$ cat config.mk
export PLATFORM = sky130hd
export DESIGN_NAME = voxel_corner_occlusion_top
export DESIGN_NICKNAME = d
export VERILOG_FILES = /design/src/hdl/vco_pkg.sv /design/src/hdl/voxel_corner_occlusion_top.sv /design/src/hdl/vco_corner.sv
export SDC_FILE = /design/constraint.sdc
export NUM_CORES = 1
export LEC_CHECK = 0
export BUFFER_PORTS_ARGS = -buffer_cell sky130_fd_sc_hd__buf_2
export CORE_ASPECT_RATIO = 0.9
export CORE_UTILIZATION = 40
export CTS_BUF_LIST = sky130_fd_sc_hd__clkbuf_16
export DETAILED_ROUTE_END_ITERATION = 12
export PLACE_DENSITY_LB_ADDON = 0.15
export SLEW_MARGIN = 10
export SYNTH_ARGS = -nofsm -noshare
export SYNTH_HDL_FRONTEND = slang
export SYNTH_HIERARCHICAL = 1
export SYNTH_SLANG_ARGS = --single-unit
$ cat constraint.sdc
create_clock -name clk_i -period 13.3 [get_ports clk_i]
set_clock_uncertainty 0.1 [all_clocks]
set_input_delay 0.665 -clock clk_i [delete_from_list [all_inputs] [get_ports clk_i]]
set_output_delay 0.665 -clock clk_i [all_outputs]
set_load 0.1 [all_outputs]
$ cat src/hdl/vco_pkg.sv
// ----------------------------------------------------------------------------
// vco_pkg
// Shared constants and neighbor pick tables for the voxel corner occlusion
// block.
// ----------------------------------------------------------------------------
package vco_pkg;

  localparam int NumNeighbors = 27;
  localparam int NumFaces     = 6;
  localparam int NumCorners   = 4;
  localparam int ShadeW       = 4;
  localparam int IdxW         = 5;
  localparam int FaceW        = 3;
  localparam int CornerW      = 5;

  localparam logic [FaceW-1:0]  FaceLast  = 3'd5;
  localparam logic [ShadeW-1:0] MaxShade  = 4'd8;
  localparam logic [CornerW-1:0] MaxCorner = 5'd31;

  typedef logic [IdxW-1:0] nbr_idx_t;

  // Per face and corner: the corner neighbor, then the two side neighbors.
  localparam nbr_idx_t SolidPick [NumFaces][NumCorners][3] = '{
    '{'{5'd0,  5'd1,  5'd3},  '{5'd2,  5'd1,  5'd5},
      '{5'd6,  5'd3,  5'd7},  '{5'd8,  5'd5,  5'd7}},
    '{'{5'd18, 5'd19, 5'd21}, '{5'd20, 5'd19, 5'd23},
      '{5'd24, 5'd21, 5'd25}, '{5'd26, 5'd23, 5'd25}},
    '{'{5'd6,  5'd7,  5'd15}, '{5'd8,  5'd7,  5'd17},
      '{5'd24, 5'd15, 5'd25}, '{5'd26, 5'd17, 5'd25}},
    '{'{5'd0,  5'd1,  5'd9},  '{5'd2,  5'd1,  5'd11},
      '{5'd18, 5'd9,  5'd19}, '{5'd20, 5'd11, 5'd19}},
    '{'{5'd0,  5'd3,  5'd9},  '{5'd6,  5'd3,  5'd15},
      '{5'd18, 5'd9,  5'd21}, '{5'd24, 5'd15, 5'd21}},
    '{'{5'd2,  5'd5,  5'd11}, '{5'd8,  5'd5,  5'd17},
      '{5'd20, 5'd11, 5'd23}, '{5'd26, 5'd17, 5'd23}}
  };

  // Per face and corner: the four neighbors whose shades are summed.
  localparam nbr_idx_t ShadePick [NumFaces][NumCorners][4] = '{
    '{'{5'd0,  5'd1,  5'd3,  5'd4},  '{5'd1,  5'd2,  5'd4,  5'd5},
      '{5'd3,  5'd4,  5'd6,  5'd7},  '{5'd4,  5'd5,  5'd7,  5'd8}},
    '{'{5'd18, 5'd19, 5'd21, 5'd22}, '{5'd19, 5'd20, 5'd22, 5'd23},
      '{5'd21, 5'd22, 5'd24, 5'd25}, '{5'd22, 5'd23, 5'd25, 5'd26}},
    '{'{5'd6,  5'd7,  5'd15, 5'd16}, '{5'd7,  5'd8,  5'd16, 5'd17},
      '{5'd15, 5'd16, 5'd24, 5'd25}, '{5'd16, 5'd17, 5'd25, 5'd26}},
    '{'{5'd0,  5'd1,  5'd9,  5'd10}, '{5'd1,  5'd2,  5'd10, 5'd11},
      '{5'd9,  5'd10, 5'd18, 5'd19}, '{5'd10, 5'd11, 5'd19, 5'd20}},
    '{'{5'd0,  5'd3,  5'd9,  5'd12}, '{5'd3,  5'd6,  5'd12, 5'd15},
      '{5'd9,  5'd12, 5'd18, 5'd21}, '{5'd12, 5'd15, 5'd21, 5'd24}},
    '{'{5'd2,  5'd5,  5'd11, 5'd14}, '{5'd5,  5'd8,  5'd14, 5'd17},
      '{5'd11, 5'd14, 5'd20, 5'd23}, '{5'd14, 5'd17, 5'd23, 5'd26}}
  };

endpackage

$ cat src/hdl/voxel_corner_occlusion_top.sv
// ----------------------------------------------------------------------------
// voxel_corner_occlusion_top
// Per-vertex ambient occlusion for the six faces of one voxel.
// ----------------------------------------------------------------------------
// Usage:
//   An input beat carries the 3x3x3 neighborhood of one block: a solid mask
//   and a 4-bit sky shade per neighbor. It is taken at a rising edge where
//   start is high and busy is low. The block then emits six result beats,
//   one per face in order 0..5, each on the result ports for exactly one
//   cycle with out_strobe_o high; last_face_o marks the sixth beat.
//   Timing: the accepting edge loads the input register and the face
//   counter, and the result register then puts face 0 on the result ports;
//   the following faces come on consecutive cycles.
//   Throughput: the face counter walks the held item one face per cycle,
//   so busy drops during the cycle in which the last face is computed and
//   the next item can be taken at that edge, giving an unbroken stream of
//   result beats.
//   The receiver cannot stall; results are never held back.
//   Reset (rst_ni low, asynchronous) clears the item valid flag, the face
//   counter and the strobe; any item in flight is dropped.
// ----------------------------------------------------------------------------
module voxel_corner_occlusion_top
  import vco_pkg::*;
(
  input  logic                              clk_i,
  input  logic                              rst_ni,
  input  logic                              start,
  output logic                              busy,
  input  logic [NumNeighbors-1:0]           solid_mask_i,
  input  logic [63:0]                       shade_low_i,
  input  logic [43:0]                       shade_high_i,
  output logic                              out_strobe_o,
  output logic [FaceW-1:0]                  face_o,
  output logic [CornerW-1:0]                corner_a_o,
  output logic [CornerW-1:0]                corner_b_o,
  output logic [CornerW-1:0]                corner_c_o,
  output logic [CornerW-1:0]                corner_d_o,
  output logic                              last_face_o
);

  logic                                  accept;
  logic                                  valid_q;
  logic [FaceW-1:0]                      face_q;
  logic [NumNeighbors-1:0]               solid_q;
  logic [NumNeighbors*ShadeW-1:0]        shade_q;

  logic [NumCorners-1:0][CornerW-1:0]    corner_val;
  logic                                  strobe_q;
  logic [FaceW-1:0]                      face_out_q;
  logic [NumCorners-1:0][CornerW-1:0]    corner_out_q;

  // Busy while the held item still has faces to go after this cycle.
  assign busy   = valid_q && (face_q != FaceLast);
  assign accept = start && !busy;

  // Control: item valid flag and face counter.
  always_ff @(posedge clk_i or negedge rst_ni) begin
    if (!rst_ni) begin
      valid_q  <= 1'b0;
      face_q   <= '0;
      strobe_q <= 1'b0;
    end else begin
      strobe_q <= valid_q;
      if (accept) begin
        valid_q <= 1'b1;
        face_q  <= '0;
      end else if (valid_q) begin
        if (face_q == FaceLast) begin
          valid_q <= 1'b0;
        end else begin
          face_q <= face_q + 1'b1;
        end
      end
    end
  end

  // Input register: the neighborhood stays put for all six faces.
  always_ff @(posedge clk_i) begin
    if (accept) begin
      solid_q <= solid_mask_i;
      shade_q <= {shade_high_i, shade_low_i};
    end
  end

  // One corner unit per corner; the face counter picks the table row.
  for (genvar c = 0; c < NumCorners; c++) begin : g_corner
    logic [2:0]              solid_sel;
    logic [3:0][ShadeW-1:0]  shade_sel;

    always_comb begin
      for (int k = 0; k < 3; k++) begin
        solid_sel[k] = solid_q[SolidPick[face_q][c][k]];
      end
      for (int k = 0; k < 4; k++) begin
        shade_sel[k] = shade_q[{ShadePick[face_q][c][k], 2'b00} +: ShadeW];
      end
    end

    vco_corner u_corner (
      .solid_i (solid_sel),
      .shade_i (shade_sel),
      .value_o (corner_val[c])
    );
  end

  // Result register.
  always_ff @(posedge clk_i) begin
    if (valid_q) begin
      face_out_q   <= face_q;
      corner_out_q <= corner_val;
    end
  end

  assign out_strobe_o = strobe_q;
  assign face_o       = face_out_q;
  assign corner_a_o   = corner_out_q[0];
  assign corner_b_o   = corner_out_q[1];
  assign corner_c_o   = corner_out_q[2];
  assign corner_d_o   = corner_out_q[3];
  assign last_face_o  = (face_out_q == FaceLast);

endmodule

$ cat src/hdl/vco_corner.sv
// ----------------------------------------------------------------------------
// vco_corner
// Occlusion value of one face corner from three solid bits and four shades.
// ----------------------------------------------------------------------------
module vco_corner
  import vco_pkg::*;
(
  input  logic [2:0]                   solid_i,  // {side2, side1, corner}
  input  logic [3:0][ShadeW-1:0]       shade_i,
  output logic [CornerW-1:0]           value_o
);

  logic [1:0]            count;
  logic [3:0][3:0]       shade_clamped;
  logic [5:0]            shade_total;
  logic [5:0]            total;

  always_comb begin
    for (int k = 0; k < 4; k++) begin
      shade_clamped[k] = (shade_i[k] > MaxShade) ? MaxShade : shade_i[k];
    end
  end

  // Both sides solid fully occlude the corner regardless of the diagonal.
  assign count = (solid_i[1] && solid_i[2]) ? 2'd3 :
                 2'({1'b0, solid_i[0]} + {1'b0, solid_i[1]} + {1'b0, solid_i[2]});

  assign shade_total = {2'b00, shade_clamped[0]} + {2'b00, shade_clamped[1]}
                     + {2'b00, shade_clamped[2]} + {2'b00, shade_clamped[3]};
  assign total     = {1'b0, count, 3'b000} + shade_total;
  assign value_o   = (total > {1'b0, MaxCorner}) ? MaxCorner : total[CornerW-1:0];

endmodule

## Yosys cells after proc, flatten, opt, wreduce, memory -nomap -nowiden

Memory sizes are Yosys's and may differ from the RTL's.
Index checks and enable logic that the tools add are counted.

- Bits in registers: 163
- Latch bits: 0
- Bits in writable memories: 0
- Memory bits (read-only): 1120
- Input bits: 138
- Word-level logic and storage cells: 154
- Memories kept: 2

Memories:

| memory | words | width | read ports | clocked after memory_dff | wr ports | line | text |
|---|---|---|---|---|---|---|---|
| (name not given) | 8 | 80 | 1 | 0 | 0 | voxel_corner_occlusion_top.sv:95 | `shade_sel[k] = shade_q[{ShadePick[face_q][c][k], 2'b00} +: ShadeW];` |
| (name not given) | 8 | 60 | 1 | 0 | 0 | voxel_corner_occlusion_top.sv:92 | `solid_sel[k] = solid_q[SolidPick[face_q][c][k]];` |

- Add/sub/neg operators: 25
- Multipliers: 0
- Divide/modulo/power cells: 0
- Magnitude comparators: 33
- Eq/ne operators: 4
- Shift-type cells: 16
- Mux-type cells: 54
- Bitwise gates (word level): 1
- Reduce and logical (&&, ||, !) cells: 9

Operators by type and width:

| operator | count |
|---|---|
| 108-bit by 8-bit variable part select with 4-bit output | 16 |
| 80-bit 2-to-1 mux | 2 |
| 60-bit 2-to-1 mux | 2 |
| 5-bit by 6-bit less-than comparator with 1-bit output (second input constant) | 12 |
| 4-bit > comparator (second input constant) | 16 |
| 4-bit 2-to-1 mux | 16 |
| 1-bit binary-select mux with 5-bit select | 12 |
| 6-bit by 4-bit adder with 6-bit output | 8 |
| 5-bit by 6-bit adder with 6-bit output | 4 |
| 6-bit by 5-bit > comparator with 1-bit output (second input constant) | 4 |
| 4-bit by 4-bit adder with 5-bit output | 4 |
| 1-bit 2-to-1 mux | 15 |
| 3-bit 2-to-1 mux | 3 |
| 1-bit by 1-bit adder with 2-bit output | 4 |
| 2-bit by 1-bit adder with 2-bit output | 4 |
| 2-bit 2-to-1 mux | 4 |
| 3-bit equality test (second input constant) | 2 |
| 1-bit logical AND | 6 |
| 4-bit greater-or-equal comparator (second input constant) | 1 |
| 3-bit NOT with 4-bit output | 1 |
| 3-bit by 1-bit adder with 3-bit output (second input constant) | 1 |
| 3-bit != test (second input constant) | 1 |
| 2-bit != test (second input constant) | 1 |
| 2-bit AND reduction | 1 |
| 2 further kinds | 2 |

## Depth between registers and ports, before layout

- Depth in word-level cells: 12
- Mapped depth: 25
- Depth with buffers taken out: 19

## Cells and area by module

Netlist, hierarchy kept.

By module, submodules not included:

| module | times used | cells an instance | area an instance (um2) | sequential area each (um2) |
|---|---|---|---|---|
| voxel_corner_occlusion_top | 1 | 775 | 9575.4 | 4869.7 |
| vco_corner | 4 | 66 | 570.5 | 0.0 |

## Worst setup path after synthesis

OpenSTA, ideal clock, no wires.

- Path kind: register to register
- Start point: register face_q[1]
- End point: register shade_q[0], enable pin
- Setup time: 0.641 ns
- Arrival: 7.817 ns
- Data required time: 12.559 ns
- Slack: 4.742 ns
- Cell stages (with the launch flop): 6
- Path buffers: 1
- Period minus slack after synthesis: 8.558 ns
- Cells stage by stage: dfrtp_1 > buf_2 > inv_1 > ha_1 > a21boi_1 > nor2b_1

- Word-level cells in the longest chain between the ends: 4

RTL lines:

| what | line | text |
|---|---|---|
| from (decl) | voxel_corner_occlusion_top.sv:43 | `logic [FaceW-1:0] face_q;` |
| from (signal assigned) | voxel_corner_occlusion_top.sv:71 | `face_q <= face_q + 1'b1;` |
| 3-bit != test | voxel_corner_occlusion_top.sv:53 | `assign busy = valid_q && (face_q != FaceLast);` |
| 1-bit logical AND | voxel_corner_occlusion_top.sv:53 |  |
| via busy | voxel_corner_occlusion_top.sv:28 | `output logic busy,` |
| 1-bit zero test | voxel_corner_occlusion_top.sv:54 | `assign accept = start && !busy;` |
| 1-bit logical AND | voxel_corner_occlusion_top.sv:54 |  |
| via accept | voxel_corner_occlusion_top.sv:41 | `logic accept;` |
| to (signal assigned) | voxel_corner_occlusion_top.sv:81 | `shade_q <= {shade_high_i, shade_low_i};` |
| to (decl) | voxel_corner_occlusion_top.sv:45 | `logic [NumNeighbors*ShadeW-1:0] shade_q;` |

The timed path passes the listed nets, and every way through them passes these cells.
A chain may end at the register's enable or synchronous reset.

## Worst setup path in the final report

- Start point: register face_q[1]
- End point: register corner_out_q, in the netlist corner_c_o[4], data pin

- Word-level cells in the longest chain between the ends: 12
- Elaborated cells on any way between the ends: 34
- Those cells by class: add/sub (6); order compare (5); shift (4); mux (15); bitwise (1); reduce/logical (1); memory (2)

RTL lines:

| what | line | text |
|---|---|---|
| 3-bit NOT with 4-bit output (not written as such) * | voxel_corner_occlusion_top.sv:92, voxel_corner_occlusion_top.sv:95 |  |
| memory read 8 x 80 bit | n/a |  |
| 80-bit 2-to-1 mux (2 in series) | n/a |  |
| 108-bit by 8-bit variable part select with 4-bit output | voxel_corner_occlusion_top.sv:95 |  |
| 4-bit > comparator | vco_corner.sv:20 | `shade_clamped[k] = (shade_i[k] > MaxShade) ? MaxShade : shade_i[k];` |
| 4-bit 2-to-1 mux | vco_corner.sv:20 |  |
| 4-bit by 4-bit adder with 5-bit output | vco_corner.sv:28 | `assign shade_total = {2'b00, shade_clamped[0]} + {2'b00, shade_clamped[1]}` |
| 6-bit by 4-bit adder with 6-bit output (2 in series) | vco_corner.sv:29 | `+ {2'b00, shade_clamped[2]} + {2'b00, shade_clamped[3]};` |
| 5-bit by 6-bit adder with 6-bit output * | vco_corner.sv:30 | `assign total = {1'b0, count, 3'b000} + shade_total;` |
| 6-bit by 5-bit > comparator with 1-bit output | vco_corner.sv:31 | `assign value_o = (total > {1'b0, MaxCorner}) ? MaxCorner : total[CornerW-1:0];` |
| to (signal assigned) | voxel_corner_occlusion_top.sv:110 | `corner_out_q <= corner_val;` |
| to (decl) | voxel_corner_occlusion_top.sv:50 | `logic [NumCorners-1:0][CornerW-1:0] corner_out_q;` |

Every way passes the cells marked *; elsewhere a longest branch is shown, timed or not. The select of a mux whose other input is x is not followed.

==> results.txt <==
The starting utilization of the core area came out at between 40% and 50%. The number of buffers added for setup after CTS came out at 0. The finished cells cover between 10000 and 15000 µm². For this run, global-route usage on met2 was measured as about 34%.

The share of post-route cells with drive strength above 1 came out at between 20% and 30%. The synthesized area came out at about 12000 µm². Summing all multi-input logic gate instances after layout gives about 6300 µm². The final standard cell utilization of the core came out at between 40% and 50%. The count of pins over their slew limit is 0. For this run, design rule violations remaining after detail routing come to 0. The buffer depth of the longest clock path is 2. The overall die area came out at a little over 30000 µm². In this run the tool buffered the top-level ports with 163 buffer cells. In this run, the number of DRC markers left after iteration 0 of detailed routing was between 900 and 1000. Across all register-to-register paths, the minimum setup slack is between 6 and 7 ns. Global routing used approximately 23% of the available tracks across all layers. The setup total negative slack is 0 ns. The first global-routing pass estimated between 50 and 60 mm of wire. The worst setup path is of the flop to flop kind. TritonCTS built the clock tree.

Global routing used under 10% of the available met3 tracks. The total of cells resized after clock tree synthesis came out at 0. In this run the worst path has a maximum fanout of 24. The fraction of met1 tracks used by global routing came out at between 30% and 40%.

The portion of synthesized cell area occupied by the leading cell type is 40.01%. The number of antenna diodes in the final layout is 0. Final hold analysis gives a worst-case slack of 0.2823 ns. The H-tree depth is 4. The number of enable-type register cells in the synthesized netlist is 158. The worst register-to-register path begins at face_q[1]$_DFFE_PN0P_.

The dominant synthesized flop cell is sky130_fd_sc_hd__edfxtp_1. The number of nets in the final layout is 1381. The clock-pin slew on the worst setup and hold paths came out at about 0.080 ns.

The number of antenna violations at the first check in global routing came to 0. The total core area came out at a little under 30000 µm². The number of distinct library cell variants in the gate-level netlist after synthesis came out at between 60 and 70. The most used routing layer in global routing is met1. The required time at the worst-slack endpoint came out at approximately 13 ns. Of all cell types, the one taking the most synthesized area is sky130_fd_sc_hd__edfxtp_1.

The number of synthesized register bits is ~160. The residual antenna-violating net count after detailed routing came out at 0. The sequential cell area came out at roughly 4900 µm². Counting I/O delays and the setup requirement, the final critical path takes 7.129 ns. For this block, the routed nets add up to between 30 and 40 mm of wire. The timing endpoint of the critical path is corner_c_o[4]$_DFFE_PP_. The number of top-level pins came out at between 150 and 200. The overall die height is between 150 and 200 µm.

The arrival time reported for the critical path endpoint came out at approximately 7.3 ns. The estimated wirelength of the detail-placed design is 25.48 mm. The total setup violations reported at the end of the flow came out at 0.

The worst min-delay path category is primary input to flop. Entering global routing, the biggest net connects 56 pins. The commonest cells after synthesis are sky130_fd_sc_hd__edfxtp_1, sky130_fd_sc_hd__nand2_1, sky130_fd_sc_hd__inv_1. The worst setup path startpoint is face_q[1]$_DFFE_PN0P_. Based on the critical path, the design can be clocked at up to 0.1403 GHz. Setup repair after global routing left no endpoint under its margin.

By area the synthesized netlist is led by sky130_fd_sc_hd__edfxtp_1, sky130_fd_sc_hd__mux4_2, sky130_fd_sc_hd__fa_1. The final number of hold-violating endpoints came to 0. The first-pass iteration count of the detailed router came out at 5. The cell with the most instances after synthesis is sky130_fd_sc_hd__edfxtp_1. The fraction of registers with async set/reset is ~3.1%. The site row count came out at about 60.

The fraction of the yosys area taken by sequential cells is 41.07%. For the worst flop-to-flop path, the logic depth is 21. The number of fillers in the final layout is 2712.

The capturing point of the worst reg2reg path is corner_c_o[4]$_DFFE_PP_. The worst setup path is launched from a flop. The detailed-route wire length per cell came out at between 20 and 25 µm.

The tree is rooted in a sky130_fd_sc_hd__clkbuf_16. The relative slew slack is between 30 and 40%. The congestion estimate from routability-driven global placement came to ~0.9. The clock latency at the later pin of the worst-skew pair is approximately 0.45 ns. The total nets after synthesis came out at about 1300. The mean area per synthesized cell is around 11 µm². Clock tree synthesis inserted a total of 17 buffers. The max-capacitance violation count is 0. The worst setup path is captured at a flop. The Yosys step of the flow raised 6 warnings. The placed cell area came out at 12950 µm².

Compared with the post-synthesis result, the final layout area differs by 14.10%. Buffers inserted to repair hold after CTS numbered 1. The clock sink total is between 150 and 200. The slew of the pin with the lowest slew margin is 1.045 ns. The gate count of the mapped netlist is 1039. The run finished with clean final reports.

The global route total overflow came out at 0. Across all layers, the routed design uses between 8000 and 9000 vias. Using the TritonRoute via totals, the vias-per-cell ratio works out to approximately 5.7. The portion of the clock cycle consumed by the worst path in the final layout came out at about 54%. The number of global-route vias before repair is around 8600. The x dimension of the die came out at around 180 µm.
-- worst max-delay path, stage by stage, from the launching register on --
cell and delay (ns):
sky130_fd_sc_hd__dfrtp_1 0.32, sky130_fd_sc_hd__buf_4 0.28, sky130_fd_sc_hd__inv_1 0.23, sky130_fd_sc_hd__ha_1 0.80, sky130_fd_sc_hd__buf_4 0.39, sky130_fd_sc_hd__and3b_1 0.59, sky130_fd_sc_hd__nand2_1 0.12, sky130_fd_sc_hd__o211ai_1 0.22
sky130_fd_sc_hd__o21ai_0 0.12, sky130_fd_sc_hd__a21oi_1 0.32, sky130_fd_sc_hd__inv_1 0.12, sky130_fd_sc_hd__fa_1 0.52, sky130_fd_sc_hd__o21ai_0 0.12, sky130_fd_sc_hd__fa_1 0.51, sky130_fd_sc_hd__inv_1 0.06, sky130_fd_sc_hd__fa_1 0.52
sky130_fd_sc_hd__fa_1 0.55, sky130_fd_sc_hd__inv_1 0.07, sky130_fd_sc_hd__ha_1 0.30, sky130_fd_sc_hd__a21o_1 0.18, sky130_fd_sc_hd__a21oi_4 0.26, sky130_fd_sc_hd__mux2i_1 0.24
-- worst min-delay path by stage --
stage | from | to | slack, ns | cells past startpoint
after CTS | shade_low_i[5] | shade_q[5]$_DFFE_PP_ | 0.26 | 1
final | shade_low_i[5] | shade_q[5]$_DFFE_PP_ | 0.28 | 1
after detailed placement | rst_ni | out_strobe_o$_DFF_PN0_ | 0.41 | 1
after global placement | rst_ni | out_strobe_o$_DFF_PN0_ | 0.41 | 1
after global routing | shade_low_i[5] | shade_q[5]$_DFFE_PP_ | 0.27 | 1
after floorplan | rst_ni | face_q[0]$_DFFE_PN0P_ | 0.27 | 0
-- logic make-up (layout without fill, tap and decap cells) --
| group | Yosys count | count (layout) | synth area share [%] |
|---|---|---|---|
| simple gates | 265 | 265 | 11.08 |
| compound gates | 230 | 230 | 13.19 |
| flops | 163 | 163 | 41.07 |
| buf+inv | 157 | 298 | 5.793 |
| mux | 144 | 144 | 17.77 |
| fa+ha+maj | 76 | 76 | 10.81 |
| xor+xnor | 4 | 4 | 0.2954 |
-- state kept, by name (all words and copies together), names as in the netlist --
signal / flops
out_strobe_o: 1
shade_q: 108
face_o: 3
valid_q: 1
corner_b_o: 5
face_q: 3
corner_a_o: 5
corner_d_o: 5
corner_c_o: 5
solid_q: 27
-- area by class of cell --
cell class	count	area share, %
clock inverter	15	1.054
tap	396	3.662
inverter	84	2.331
timing repair buffer	182	7.103
sequential	163	36.01
multi-input combinational	719	46.69
clock buffer	17	3.144
-- metrics by stage --
step | instances | setup WS (ns)
2_1_floorplan | 1039 | 4.742
3_3_place_gp | 1543 | 6.378
3_5_place_dp | 1543 | 6.307
4_1_cts | 1576 | 6.284
5_1_grt | 1576 | 5.758
6_report | 1576 | 6.171
-- per-layer routing --
metal  routed length [µm]  vias up
met5                    0        -
met4                  617        0
met3                 2906       46
met2                14630      447
met1                16100     4395
li1                     -     4099
-- placed cells by master (no fill, tap or decap), types with 3 or more instances in the layout --
| cell type | netlist | layout |
|---|---|---|
| sky130_fd_sc_hd__a22oi_1 | 12 | 12 |
| sky130_fd_sc_hd__a21oi_1 | 42 | 42 |
| sky130_fd_sc_hd__a311oi_1 | 8 | 8 |
| sky130_fd_sc_hd__o21ai_1 | 4 | 4 |
| sky130_fd_sc_hd__nand4_1 | 5 | 5 |
| sky130_fd_sc_hd__inv_8 | 0 | 3 |
| sky130_fd_sc_hd__a2bb2oi_1 | 6 | 6 |
| sky130_fd_sc_hd__a211oi_1 | 13 | 13 |
| sky130_fd_sc_hd__inv_6 | 0 | 6 |
| sky130_fd_sc_hd__a2111oi_0 | 6 | 6 |
| sky130_fd_sc_hd__and3_1 | 8 | 8 |
| sky130_fd_sc_hd__o31a_1 | 4 | 4 |
| sky130_fd_sc_hd__ha_1 | 32 | 32 |
| sky130_fd_sc_hd__mux4_2 | 49 | 49 |
| sky130_fd_sc_hd__clkbuf_16 | 0 | 17 |
| sky130_fd_sc_hd__a21o_1 | 16 | 16 |
| sky130_fd_sc_hd__nor2_1 | 47 | 47 |
| sky130_fd_sc_hd__nor2b_1 | 68 | 66 |
| sky130_fd_sc_hd__a22o_1 | 6 | 6 |
| sky130_fd_sc_hd__nand2b_1 | 17 | 17 |
| sky130_fd_sc_hd__buf_2 | 27 | 163 |
| sky130_fd_sc_hd__o32ai_1 | 6 | 6 |
| sky130_fd_sc_hd__o211ai_1 | 8 | 8 |
| sky130_fd_sc_hd__nand3_1 | 14 | 14 |
| sky130_fd_sc_hd__a21oi_4 | 4 | 4 |
| sky130_fd_sc_hd__mux2i_1 | 71 | 71 |
| sky130_fd_sc_hd__o21ai_0 | 54 | 54 |
| sky130_fd_sc_hd__a31oi_1 | 9 | 8 |
| sky130_fd_sc_hd__o22ai_1 | 8 | 8 |
| sky130_fd_sc_hd__mux2_2 | 21 | 21 |
| sky130_fd_sc_hd__dfrtp_1 | 5 | 3 |
| sky130_fd_sc_hd__nor3_1 | 12 | 12 |
| sky130_fd_sc_hd__o221ai_1 | 3 | 3 |
| sky130_fd_sc_hd__xor2_1 | 4 | 4 |
| sky130_fd_sc_hd__fa_1 | 44 | 44 |
| sky130_fd_sc_hd__inv_1 | 82 | 82 |
| sky130_fd_sc_hd__buf_4 | 9 | 18 |
| sky130_fd_sc_hd__edfxtp_1 | 158 | 158 |
| sky130_fd_sc_hd__nand2_1 | 83 | 83 |
| sky130_fd_sc_hd__a221oi_1 | 7 | 7 |
Power is not shown: default switching activity piles up to over one toggle a cycle in this logic, so the estimate is an artifact.
